$ cat config.mk
export PLATFORM = sky130hd
export DESIGN_NAME = sensor_frame_receiver_top_flat
export DESIGN_NICKNAME = d
export VERILOG_FILES = /design/src/sfr_pkg.sv /design/src/sfr_if.sv /design/src/sfr_parser.sv /design/src/sensor_frame_receiver_top.sv /design/src/flat_wrapper.sv
export SDC_FILE = /design/constraint.sdc
export NUM_CORES = 1
export LEC_CHECK = 0
export BUFFER_PORTS_ARGS = -buffer_cell sky130_fd_sc_hd__buf_4
export CORE_MARGIN = 4
export CORE_UTILIZATION = 62
export CTS_BUF_LIST = sky130_fd_sc_hd__clkbuf_8
export CTS_CLUSTER_DIAMETER = 200
export DETAILED_ROUTE_END_ITERATION = 8
export GPL_ROUTABILITY_DRIVEN = 0
export PLACE_DENSITY_LB_ADDON = 0.3
export SYNTH_ARGS = -nofsm -noshare
export SYNTH_HDL_FRONTEND = slang
export SYNTH_SLANG_ARGS = --single-unit
$ cat constraint.sdc
create_clock -name clk -period 3.4 [get_ports clk]
set_input_delay 0 -clock clk [delete_from_list [all_inputs] [get_ports clk]]
set_output_delay 0 -clock clk [all_outputs]
set_load 0.005 [all_outputs]
$ cat src/sfr_pkg.sv
// ----------------------------------------------------------------------------
// sfr_pkg
// Types and constants of the sensor frame receiver.
// ----------------------------------------------------------------------------
`default_nettype none

package sfr_pkg;

    localparam logic [7:0]  HDR_FIRST     = 8'h42;
    localparam logic [7:0]  HDR_SECOND    = 8'h4d;
    localparam logic [7:0]  LEN_EXPECT    = 8'h08;
    localparam logic [15:0] SUM_HEADER    = 16'(HDR_FIRST) + 16'(HDR_SECOND);

    localparam logic [3:0]  IDX_AFTER_HDR = 4'd2;
    localparam logic [3:0]  IDX_LEN       = 4'd3;
    localparam logic [3:0]  IDX_PPM_HIGH  = 4'd4;
    localparam logic [3:0]  IDX_PPM_LOW   = 4'd5;
    localparam logic [3:0]  IDX_SUM_HIGH  = 4'd10;
    localparam logic [3:0]  IDX_SUM_LOW   = 4'd11;

    typedef enum logic [2:0] {
        PH_HUNT   = 3'b001,
        PH_GOT42  = 3'b010,
        PH_SYNCED = 3'b100
    } phase_t;

    typedef enum logic [1:0] {
        ST_GOOD   = 2'd0,
        ST_BADLEN = 2'd1,
        ST_BADSUM = 2'd2
    } status_t;

    typedef struct packed {
        logic        fires;
        status_t     status;
        logic [15:0] ppm;
    } result_t;

endpackage

`default_nettype wire

$ cat src/sfr_if.sv
// ----------------------------------------------------------------------------
// sfr_if
// Request channels of the sensor frame receiver: received bytes and results.
// ----------------------------------------------------------------------------
`default_nettype none

interface sfr_byte_if;
    logic       valid;
    logic       ready;
    logic [7:0] rx_byte;

    modport source (output valid, output rx_byte, input ready);
    modport sink   (input valid, input rx_byte, output ready);
endinterface

interface sfr_result_if;
    logic        valid;
    logic        ready;
    logic [1:0]  frame_status;
    logic [15:0] co2_ppm;

    modport source (output valid, output frame_status, output co2_ppm, input ready);
    modport sink   (input valid, input frame_status, input co2_ppm, output ready);
endinterface

`default_nettype wire

$ cat src/sfr_parser.sv
// ----------------------------------------------------------------------------
// sfr_parser
// Header hunt, frame collection and length / checksum check, one byte a step.
// ----------------------------------------------------------------------------
`default_nettype none

module sfr_parser
    import sfr_pkg::*;
(
    input  wire logic       clk,
    input  wire logic       rst_n,
    input  wire logic       advance,
    input  wire logic [7:0] rx_byte,
    output result_t         res
);

    phase_t      phase_reg,    phase_next;
    logic [3:0]  idx_reg,      idx_next;
    logic [15:0] sum_reg,      sum_next;
    logic [7:0]  len_reg,      len_next;
    logic [7:0]  ppm_hi_reg,   ppm_hi_next;
    logic [7:0]  ppm_lo_reg,   ppm_lo_next;
    logic [7:0]  sum_hi_reg,   sum_hi_next;
    logic [15:0] held_reg,     held_next;

    always_comb
    begin
        phase_next  = phase_reg;
        idx_next    = idx_reg;
        sum_next    = sum_reg;
        len_next    = len_reg;
        ppm_hi_next = ppm_hi_reg;
        ppm_lo_next = ppm_lo_reg;
        sum_hi_next = sum_hi_reg;
        held_next   = held_reg;
        res.fires   = 1'b0;
        res.status  = ST_GOOD;
        res.ppm     = held_reg;

        unique case (phase_reg)
            PH_GOT42:
            begin
                if (rx_byte == HDR_SECOND)
                begin
                    phase_next = PH_SYNCED;
                    idx_next   = IDX_AFTER_HDR;
                    sum_next   = SUM_HEADER;
                end
                else
                begin
                    phase_next = PH_HUNT;
                end
            end
            PH_SYNCED:
            begin
                if (idx_reg < IDX_SUM_HIGH)
                begin
                    if (idx_reg == IDX_LEN)      len_next    = rx_byte;
                    if (idx_reg == IDX_PPM_HIGH) ppm_hi_next = rx_byte;
                    if (idx_reg == IDX_PPM_LOW)  ppm_lo_next = rx_byte;
                    sum_next = sum_reg + 16'(rx_byte);
                    idx_next = idx_reg + 4'd1;
                end
                else if (idx_reg == IDX_SUM_HIGH)
                begin
                    sum_hi_next = rx_byte;
                    idx_next    = IDX_SUM_LOW;
                end
                else
                begin
                    res.fires = 1'b1;
                    priority if (len_reg != LEN_EXPECT)
                    begin
                        res.status = ST_BADLEN;
                    end
                    else if (sum_hi_reg != sum_reg[15:8] || rx_byte != sum_reg[7:0])
                    begin
                        res.status = ST_BADSUM;
                    end
                    else
                    begin
                        res.status = ST_GOOD;
                        held_next  = {ppm_hi_reg, ppm_lo_reg};
                        res.ppm    = {ppm_hi_reg, ppm_lo_reg};
                    end
                    phase_next = PH_HUNT;
                    idx_next   = '0;
                    sum_next   = '0;
                end
            end
            default:
            begin
                phase_next = (rx_byte == HDR_FIRST) ? PH_GOT42 : PH_HUNT;
            end
        endcase
    end

    always_ff @(posedge clk or negedge rst_n)
    begin
        if (!rst_n)
        begin
            phase_reg  <= PH_HUNT;
            idx_reg    <= '0;
            sum_reg    <= '0;
            len_reg    <= '0;
            ppm_hi_reg <= '0;
            ppm_lo_reg <= '0;
            sum_hi_reg <= '0;
            held_reg   <= '0;
        end
        else if (advance)
        begin
            phase_reg  <= phase_next;
            idx_reg    <= idx_next;
            sum_reg    <= sum_next;
            len_reg    <= len_next;
            ppm_hi_reg <= ppm_hi_next;
            ppm_lo_reg <= ppm_lo_next;
            sum_hi_reg <= sum_hi_next;
            held_reg   <= held_next;
        end
    end

    a_rearm: assert property (@(posedge clk) disable iff (!rst_n)
        advance && res.fires |=> phase_reg == PH_HUNT && idx_reg == '0 && sum_reg == '0)
        else $error("parser did not re-arm after a frame");

    a_fire_at_end: assert property (@(posedge clk) disable iff (!rst_n)
        res.fires |-> phase_reg == PH_SYNCED && idx_reg > IDX_SUM_HIGH)
        else $error("result outside the last frame byte");

    a_good_loads: assert property (@(posedge clk) disable iff (!rst_n)
        advance && res.fires && res.status == ST_GOOD |=> held_reg == $past(res.ppm))
        else $error("good frame did not update held ppm");

endmodule

`default_nettype wire

$ cat src/sensor_frame_receiver_top.sv
// ----------------------------------------------------------------------------
// sensor_frame_receiver_top
// Sensor frame receiver: header sync, 12-byte frame check, held CO2 ppm.
// ----------------------------------------------------------------------------
// Takes one received byte per clock cycle unless stalled. Each byte is held in
// an input register and run through the combinational parser; on the last
// byte of a frame, the result lands in the result register. Only the result
// register can stall the input, when a frame ends while the previous result
// still waits to be taken.
`default_nettype none

module sensor_frame_receiver_top
    import sfr_pkg::*;
(
    input  wire logic    clk,
    input  wire logic    rst_n,
    sfr_byte_if.sink     rx,
    sfr_result_if.source frame
);

    logic        s1_v_reg,     s1_v_next;
    logic [7:0]  s1_byte_reg;
    logic        out_v_reg,    out_v_next;
    logic [1:0]  out_status_reg;
    logic [15:0] out_ppm_reg;

    logic        out_free;
    logic        s1_move;
    logic        rx_take;
    result_t     res;

    sfr_parser u_parser (
        .clk     (clk),
        .rst_n   (rst_n),
        .advance (s1_move),
        .rx_byte (s1_byte_reg),
        .res     (res)
    );

    assign out_free = !out_v_reg || frame.ready;
    assign s1_move  = s1_v_reg && (!res.fires || out_free);
    assign rx.ready = !s1_v_reg || s1_move;
    assign rx_take  = rx.valid && rx.ready;

    always_comb
    begin
        s1_v_next = s1_v_reg;
        if (rx_take)
            s1_v_next = 1'b1;
        else if (s1_move)
            s1_v_next = 1'b0;

        out_v_next = out_v_reg;
        if (s1_move && res.fires)
            out_v_next = 1'b1;
        else if (frame.ready)
            out_v_next = 1'b0;
    end

    always_ff @(posedge clk or negedge rst_n)
    begin
        if (!rst_n)
        begin
            s1_v_reg  <= 1'b0;
            out_v_reg <= 1'b0;
        end
        else
        begin
            s1_v_reg  <= s1_v_next;
            out_v_reg <= out_v_next;
        end
    end

    always_ff @(posedge clk)
    begin
        if (rx_take)
            s1_byte_reg <= rx.rx_byte;
        if (s1_move && res.fires)
        begin
            out_status_reg <= res.status;
            out_ppm_reg    <= res.ppm;
        end
    end

    assign frame.valid        = out_v_reg;
    assign frame.frame_status = out_status_reg;
    assign frame.co2_ppm      = out_ppm_reg;

    a_no_overwrite: assert property (@(posedge clk) disable iff (!rst_n)
        !(s1_move && res.fires && out_v_reg && !frame.ready))
        else $error("pending result overwritten");

    a_stall_source: assert property (@(posedge clk) disable iff (!rst_n)
        !rx.ready |-> s1_v_reg && res.fires && out_v_reg)
        else $error("input stalled without a pending result");

    a_result_held: assert property (@(posedge clk) disable iff (!rst_n)
        out_v_reg && !frame.ready |=> out_v_reg && $stable(out_ppm_reg)
            && $stable(out_status_reg))
        else $error("waiting result changed");

endmodule

`default_nettype wire

$ cat src/flat_wrapper.sv
// flat-port wrapper written by rule: the top's interface ports become plain ports
module sensor_frame_receiver_top_flat import sfr_pkg::*;
  (clk, rst_n, rx_valid, rx_rx_byte, rx_ready, frame_valid, frame_frame_status, frame_co2_ppm, frame_ready);
  sfr_byte_if rx_i ();
  sfr_result_if frame_i ();
  input  wire logic clk;
  input  wire logic rst_n;
  input wire logic [$bits(rx_i.valid)-1:0] rx_valid;
  input wire logic [$bits(rx_i.rx_byte)-1:0] rx_rx_byte;
  output wire logic [$bits(rx_i.ready)-1:0] rx_ready;
  output wire logic [$bits(frame_i.valid)-1:0] frame_valid;
  output wire logic [$bits(frame_i.frame_status)-1:0] frame_frame_status;
  output wire logic [$bits(frame_i.co2_ppm)-1:0] frame_co2_ppm;
  input wire logic [$bits(frame_i.ready)-1:0] frame_ready;
  assign rx_i.valid = rx_valid;
  assign rx_i.rx_byte = rx_rx_byte;
  assign rx_ready = rx_i.ready;
  assign frame_valid = frame_i.valid;
  assign frame_frame_status = frame_i.frame_status;
  assign frame_co2_ppm = frame_i.co2_ppm;
  assign frame_i.ready = frame_ready;
  sensor_frame_receiver_top u_core (.clk(clk), .rst_n(rst_n), .rx(rx_i), .frame(frame_i));
endmodule
# After elaboration in Yosys (flattened, before gate mapping)
# Index checks and enable logic that the tools add are counted.
[op_classes] n_addsub=2 n_lt_le_gt_ge=1 eq_ne=15 muxes=24 bitwise=3 n_reduce_logical=23
[op_table] op="$mux 16" n=5
[op_table] op="$mux 19" n=3
[op_table] op="$pmux 16 s2" n=1
[op_table] op="$reduce_and 4->1" n=6
[op_table] op="$add 16x8->16" n=1
[op_table] op="$eq 8x7->1 const B" n=2
[op_table] op="$ne 8x8->1" n=2
[op_table] op="$mux 4" n=3
[op_table] op="$mux 3" n=3
[op_table] op="$eq 4x3->1 const B" n=2
[op_table] op="$ne 8x4->1 const B" n=1
[op_table] op="$pmux 4 s2" n=1
[op_table] op="$mux 2" n=3
[op_table] op="$ne 2x2->1 const B" n=3
[op_table] op="$pmux 3 s2" n=1
[op_table] op="$reduce_and 3->1" n=2
[op_table] op="$reduce_bool 2->1" n=3
[op_table] op="$add 4x1->4 const B" n=1
[op_table] op="$eq 4x2->1 const B" n=1
[op_table] op="$eq 4x4->1 const B" n=1
[op_table] op="$logic_or 1x1->1" n=4
[op_table] op="$lt 4x4->1 const B" n=1
[op_table] op="$mux 1" n=4
[op_table] op="$reduce_or 4->1" n=1
[op_table] op="other kinds (7)" n=13
[word_totals] reg_bits=99 in_bits=12 output_inout_bits=20

# Depth between registers and ports, before layout
# Gate-level depths: netlist (run 1).
[depth] word_depth=13 mapped_depth=9 depth_no_buf=9

# Cells and area by module
# A second synthesis (run 1) with hierarchy kept.
[hier_totals] hier_cells=375 area_unflattened_um2=4678.2
[modules_own_cells] mod="sfr_parser" n_inst=1 cells_per_inst=339 area_each_um2=3779.9 seq_area_each_um2=1778.0
[modules_own_cells] mod="sensor_frame_receiver_top" n_inst=1 cells_per_inst=36 area_each_um2=898.4 seq_area_each_um2=830.8

# Worst setup path before layout (run 1)
# No wires, ideal clock.
[synth_path] kind="reg2reg" startpoint="register u_core.s1_byte_reg[6]" endpoint="register u_core.out_ppm_reg[10] (netlist: u_core.frame.co2_ppm[10]), data pin" arrival_ps=2141 path_slack_ps=999 stages_incl_launch_ff=8 path_buffers=1 cell_sequence="edfxtp_1 -> ha_1 -> nor4_2 -> nand4_1 -> nor4_4 -> nand2_2 -> buf_6 -> mux2_2"
[synth_lines] item="start: declaration" line="sensor_frame_receiver_top.sv:22" rtl="logic [7:0] s1_byte_reg;"
[synth_lines] item="start signal: assignment" line="sensor_frame_receiver_top.sv:77" rtl="s1_byte_reg <= rx.rx_byte;"
[synth_lines] item="end signal: assignment" line="sensor_frame_receiver_top.sv:81" rtl="out_ppm_reg <= res.ppm;"
[synth_lines] item="end: declaration" line="sensor_frame_receiver_top.sv:25" rtl="logic [15:0] out_ppm_reg;"

==> impl_metrics.toml, run 1 <==
[setup_path]
rr_startpoint = "u_core.s1_byte_reg[2]"
endpoint_kind = "register"
crit_path_start_kind = "register"
crit_type = "register to register"
cpPeakStageDelay_ns = 0.58
cells_on_worst_reg2reg_path = 6
crit_path_cells = "ha_1, nor4_1, nand4_1, nor4_4, nand2_2, mux2_2"
timing.critical_path.buf_inv = 0
cp_max_fo = 16
timing.critical_path.arrival_ns = 3.07
critPathTopFamily = "simple AND/OR/NAND/NOR gates"
max_stage_delay_cell_worst_path = "sky130_fd_sc_hd__edfxtp_1"
required_arrival_time_at_the_worst_endpoint_ns = 3.52
worst_r2r_endpoint = "u_core.frame.co2_ppm[9]"
reg2reg_setup_slack_ns = 0.45

[status]
status = "finished clean"

[yosys]
synth_cell_types = 52
synth_enable_flop_cells = 26
ys_seq_area_share_pct = 56.06
netlist_area_um2 = 4653
ys.warnings.count = 0
postSynthAreaPerCell_um2 = 12.85
post_synth_inst_count = 362
number_of_nets_in_the_synthesized_netlist = 387
async_reset_ff_share_pct = 73.74
ys_ff_latch = 99
predominant_post_synthesis_flop_cell = "sky130_fd_sc_hd__dfrtp_1"

[cts]
cts_root_buffer = "sky130_fd_sc_hd__clkbuf_8"
cts-hold-fix-buffers = 10
clkTransAtPathRegs_ns = 0.10
clk_latency_worst_skew_pair_ns = 0.37
cts-htree-levels = 3
cts.path.max_buffers = 2
cts.sink_count = 99
cts_tree = "yes"
cts_repair_resize_count = 0
cts.repair_timing.setup_buffer_count = 0
numCtsBuffers = 9

[power]
switching_share_pct = 24.50
gate_power_share_pct = 4.1
share_seq_of_total_power_pct = 60.3
cellLeakagePower_nw = 2.469
report.power.total_mw = 2.072
power.ir.vdd_worst_mv = 0.3021
p_per_area_nw_per_um2 = 393.7
p_sw_mw = 0.5076
power.share.clock_pct = 35.6
power_report.internal_total_mw = 1.565

[timing]
worst_slack_ns = 0.4542
timing.final.hold_violations = 0
min_period_ns = 2.946
setup_violations_final = 0
slew_violations = 0
grt_setup_unrepaired = "no"
worst_slew_margin_rel_pct = 39.02
fmaxAchievable_mhz = 339.5
worst-slew-pin-transition_ns = 0.9147
worst_clock_skew_ns = 0.01118
totalNegativeSetupSlack_ns = 0
period_utilisation_layout_pct = 86.64

[die]
design.die.area_um2 = 8955
num_io_pins = 32
dieHeight_um = 94.63
design.core.area_um2 = 7292
placement_rows = 31
initial_utilization_pct = 63.81
dieWidth_um = 94.63

[finish]
syn_to_final_growth_pct = 13.12
antenna_cells = 0
fin_util_pct = 72.19
final_layout_size_suffix_gt1_share_pct = 28.88
finalNetCount = 432
post-route-cell-area_um2 = 5264

[global_route]
grt_pass1_wl_mm = 16.10
grt_pass1_vias = 3118
grt_antenna_before_repair = 0
grt-ovfl-total = 0
pin_count_of_the_biggest_net_entering_global_routing = 74
globalRouteTotalUtil_pct = 23.85

[placement]
port_buffers = 31
detailedPlacementHpwl_mm = 6.301
place_area_um2 = 4970
place_worst_setup_slack_ns = 0.5595

[drt]
routed_wl_mm = 9.641
met1_length_mm = 4.280
vias_per_cell = 5.986
num_vias = 3059
route.detailed.drc = 0
route.antenna.remaining_nets = 0
drt_iter0_drc = 242
route.detailed.wl_per_inst_um = 18.87
met3WireLength_um = 526
wl_met2_mm = 4.689
detail_route.first_pass.iterations = 4
top_layer = "met4"

[worst_hold_path]
holdPathEnd = "u_core.frame.valid"
worst_hold_startpoint = "frame_ready"
hold_path_class = "input pin to register"
worstHoldPathCells = 3

[run]
maxCapViolations = 0
## cells by family (layout without fill, tap and decap cells)
family / count (synthesis) / in the layout / share of synthesized area (%)
and+or+nand+nor: 91 / 91 / 11.24
xor gates and xnor gates: 15 / 15 / 2.823
AOI/OAI and AO/OA: 68 / 68 / 9.089
DFF: 99 / 99 / 56.06
adders and majority gates: 13 / 13 / 3.657
buffers and inverters: 15 / 65 / 1.586
muxes: 61 / 61 / 15.54
## power groups by stage
| stage | logic [mW] | clock network [mW] | registers, mW |
|---|---|---|---|
| after floorplan | 0.0384 | 0 | 1.26 |
| after global placement | 0.0730 | 0 | 1.27 |
| after detailed placement | 0.0748 | 0 | 1.27 |
| after CTS | 0.0849 | 0.747 | 1.25 |
| after global routing | 0.0959 | 0.795 | 1.25 |
| final | 0.0850 | 0.738 | 1.25 |
## Yosys cell counts, drive strengths merged, types with 5 or more instances
cell type,number,area [um2]
a21oi,14,70.07
dfrtp,72,1802
edfxtp,26,780.8
ha,12,150.1
inv,7,26.28
mux2,60,713.2
nand2,32,122.6
nand2b,7,43.79
nand4,7,58.81
nor2,12,47.55
nor3,5,25.02
nor4,5,52.55
o211ai,8,65.06
o21ai,27,135.1
xnor2,10,87.58
xor2,5,43.79
## cell usage in the layout, fill, tap and decap left out, drive strengths merged, types with 5 or more instances in the layout
master,n
xor2,5
dfrtp,72
ha,12
nor3,5
nor4,5
edfxtp,26
xnor2,10
buf,32
inv,10
o21ai,27
nand2,32
dlygate4sd3,10
clkbuf,10
mux2,60
nor2,12
nand4,7
nand2b,7
a21oi,14
o211ai,8
## per-layer routing
| layer | vias to the layer above | global-route usage, % |
|---|---|---|
| li1 | 1423 | - |
| met1 | 1536 | 32.98 |
| met2 | 87 | 38.58 |
| met3 | 13 | 3.665 |
| met4 | 0 | 8.534 |
| met5 | - | 0 |
## tightest hold or removal path: stages
cell                       delay, ns
sky130_fd_sc_hd__buf_4          0.08
sky130_fd_sc_hd__nand2b_1       0.25
sky130_fd_sc_hd__o21ai_0        0.17
## how the worst max path moves through the flow
| stage | from | endpoint | depth (start not counted) |
|---|---|---|---|
| finish | u_core.s1_byte_reg[2] | u_core.frame.co2_ppm[9] | 6 |
| global route | u_core.s1_byte_reg[0] | u_core.u_parser.sum_reg[14] | 9 |
| CTS | u_core.s1_byte_reg[4] | u_core.frame.co2_ppm[9] | 6 |
| detailed placement | u_core.s1_byte_reg[6] | u_core.u_parser.held_reg[9] | 6 |
| global placement | u_core.s1_byte_reg[6] | u_core.frame.co2_ppm[15] | 6 |
| floorplan | u_core.s1_byte_reg[6] | u_core.frame.co2_ppm[10] | 7 |
## cell type report
type	instances	area [um2]
fillers	494	2028
clock buffers	10	137.6
multi-input cells	248	1971
well taps	99	123.9
inverters	7	26.28
flip-flops and latches	99	2609
repair buffers	42	340.3
clock inverters	6	56.30
## metrics by stage
step / hold WS, ns / instances
2_1_floorplan: -0.2956 / 362
3_3_place_gp: 0.1784 / 485
3_5_place_dp: 0.1795 / 485
4_1_cts: 0.1534 / 511
5_1_grt: 0.2116 / 511
6_report: 0.1729 / 511
Power figures use the tool's default switching activity.
==> run 2, diff against run 1 <==
--- a/config.mk
+++ b/config.mk
@@ -6,8 +6,10 @@
 export NUM_CORES = 1
 export LEC_CHECK = 0
 export BUFFER_PORTS_ARGS = -buffer_cell sky130_fd_sc_hd__buf_4
+export CELL_PAD_IN_SITES_DETAIL_PLACEMENT = 1
+export CELL_PAD_IN_SITES_GLOBAL_PLACEMENT = 1
 export CORE_MARGIN = 4
-export CORE_UTILIZATION = 62
+export CORE_UTILIZATION = 45
 export CTS_BUF_LIST = sky130_fd_sc_hd__clkbuf_8
 export CTS_CLUSTER_DIAMETER = 200
 export DETAILED_ROUTE_END_ITERATION = 8
==> impl_metrics.toml, run 2 (synthesized netlist as in run 1, its figures left out) <==
[drt]
route.detailed.wl_per_inst_um = 19.32
route.detailed.drc = 0
drt_iter0_drc = 120
vias_per_cell = 5.514
route.antenna.remaining_nets = 0
routed_wl_mm = 10.60
detail_route.first_pass.iterations = 4
num_vias = 3027

[cts]
cts-htree-levels = 3
cts.sink_count = 99
numCtsBuffers = 9
cts_repair_resize_count = 0
cts.path.max_buffers = 2
cts_tree = "yes"
clkTransAtPathRegs_ns = 0.10
cts_root_buffer = "sky130_fd_sc_hd__clkbuf_8"
clk_latency_worst_skew_pair_ns = 0.37

[finish]
layout.cells.most_common_list = "sky130_fd_sc_hd__dfrtp_1 (72), sky130_fd_sc_hd__mux2_2 (50), sky130_fd_sc_hd__buf_4 (36)"
final_layout_size_suffix_gt1_share_pct = 29.33
filler_cell_count = 1026
finalNetCount = 436
antenna_cells = 0
fin_util_pct = 53.75
syn_to_final_growth_pct = 14.47
final_common_cell = "sky130_fd_sc_hd__dfrtp_1"

[power]
cellLeakagePower_nw = 2.485
p_per_area_nw_per_um2 = 385.7
power.ir.vdd_worst_mv = 0.2263
report.power.total_mw = 2.054

[setup_path]
crit_end = "u_core.frame.co2_ppm[9]"
cp_max_fo = 16
rr_startpoint = "u_core.s1_byte_reg[4]"
worst_setup_path_startpoint = "u_core.s1_byte_reg[4]"
endpoint_kind = "register"
crit_type = "register to register"
reg2reg_setup_slack_ns = 0.55
worst_r2r_endpoint = "u_core.frame.co2_ppm[9]"
crit_path_start_kind = "register"
timing.critical_path.arrival_ns = 2.97
cells_on_worst_reg2reg_path = 6
required_arrival_time_at_the_worst_endpoint_ns = 3.52

[die]
design.core.area_um2 = 9910
placement_rows = 36
dieWidth_um = 109.7
dieHeight_um = 109.7
initial_utilization_pct = 46.96
num_io_pins = 32
design.die.area_um2 = 12030

[timing]
timing.final.hold_violations = 0
period_utilisation_layout_pct = 83.86
worst_clock_skew_ns = 0.01529
hold-worst-slack_ns = 0.1756
totalNegativeSetupSlack_ns = 0
slew_violations = 0
grt_setup_unrepaired = "no"
setup_violations_final = 0
min_period_ns = 2.851
worst_slew_margin_rel_pct = 36.20
worst-slew-pin-transition_ns = 0.9569
fmaxAchievable_mhz = 350.7

[global_route]
grt_pass1_wl_mm = 17.84
grt-ovfl-total = 0
grt_antenna_before_repair = 0
grt_pass1_vias = 3355
globalRouteTotalUtil_pct = 19.67
pin_count_of_the_biggest_net_entering_global_routing = 74

[worst_hold_path]
hold_path_class = "input pin to register"

[placement]
detailedPlacementHpwl_mm = 7.569
port_buffers = 31

[status]
status = "finished clean"

[run]
maxCapViolations = 0
-- run 2: area by class of cell --
cell class | count | area (um2) | area share, %
clock inverters | 7 | 60.06 | 1.128
inverters | 7 | 26.28 | 0.4933
flip-flops and latches | 99 | 2609 | 48.98
well taps | 133 | 166.4 | 3.124
repair buffers | 46 | 370.4 | 6.953
clock buffers | 9 | 123.9 | 2.326
multi-input cells | 248 | 1971 | 37.00
-- run 2: worst min-delay path by stage --
stage,slack (ns),startpoint,endpoint,cells past startpoint
after floorplan,-0.30,rst_n,u_core.frame.valid,0
after global placement,0.18,rx_rx_byte[1],u_core.s1_byte_reg[1],1
after detailed placement,0.18,rx_rx_byte[1],u_core.s1_byte_reg[1],1
after CTS,0.18,frame_ready,u_core.frame.valid,3
after global routing,0.21,frame_ready,u_core.frame.valid,3
final,0.18,frame_ready,u_core.frame.valid,3
-- run 2: through the flow --
| stage | instance area, um2 | std cells | worst slack, ns |
|---|---|---|---|
| 5_1_grt | 5326 | 549 | 0.3472 |
| 4_1_cts | 5326 | 549 | 0.5347 |
| 2_1_floorplan | 4653 | 362 | 0.9993 |
| 3_3_place_gp | 5042 | 523 | 0.6099 |
| 6_report | 5326 | 549 | 0.5486 |
| 3_5_place_dp | 5042 | 523 | 0.5572 |
-- run 2: power breakdown --
group / leakage [nW] / total [mW] / internal (mW) / switching [mW]
Combinational: 1.15 / 0.0908 / 0.0372 / 0.0536
Clock: 0.0951 / 0.718 / 0.279 / 0.439
Sequential: 1.24 / 1.25 / 1.23 / 0.0183
-- run 2: per-layer routing --
metal / track usage, % / wire length [um] / vias to the layer above
li1: - / - / 1428
met1: 27.70 / 5000 / 1539
met2: 30.95 / 5109 / 46
met3: 3.053 / 329 / 14
met4: 7.124 / 164 / 0
met5: 0 / 0 / -
-- run 2: worst max-delay path, stage by stage (launching register included) --
cell and delay (ns):
sky130_fd_sc_hd__edfxtp_1 0.54, sky130_fd_sc_hd__ha_1 0.42, sky130_fd_sc_hd__nor4_1 0.34, sky130_fd_sc_hd__nand4_1 0.19
sky130_fd_sc_hd__nor4_4 0.37, sky130_fd_sc_hd__nand2_2 0.34, sky130_fd_sc_hd__mux2_2 0.38
-- run 2: timing repair --
action | CTS | global route
setup buffers | 0 | 0
hold buffers | 10 | 0
endpoints found under the hold margin | 81 | 0
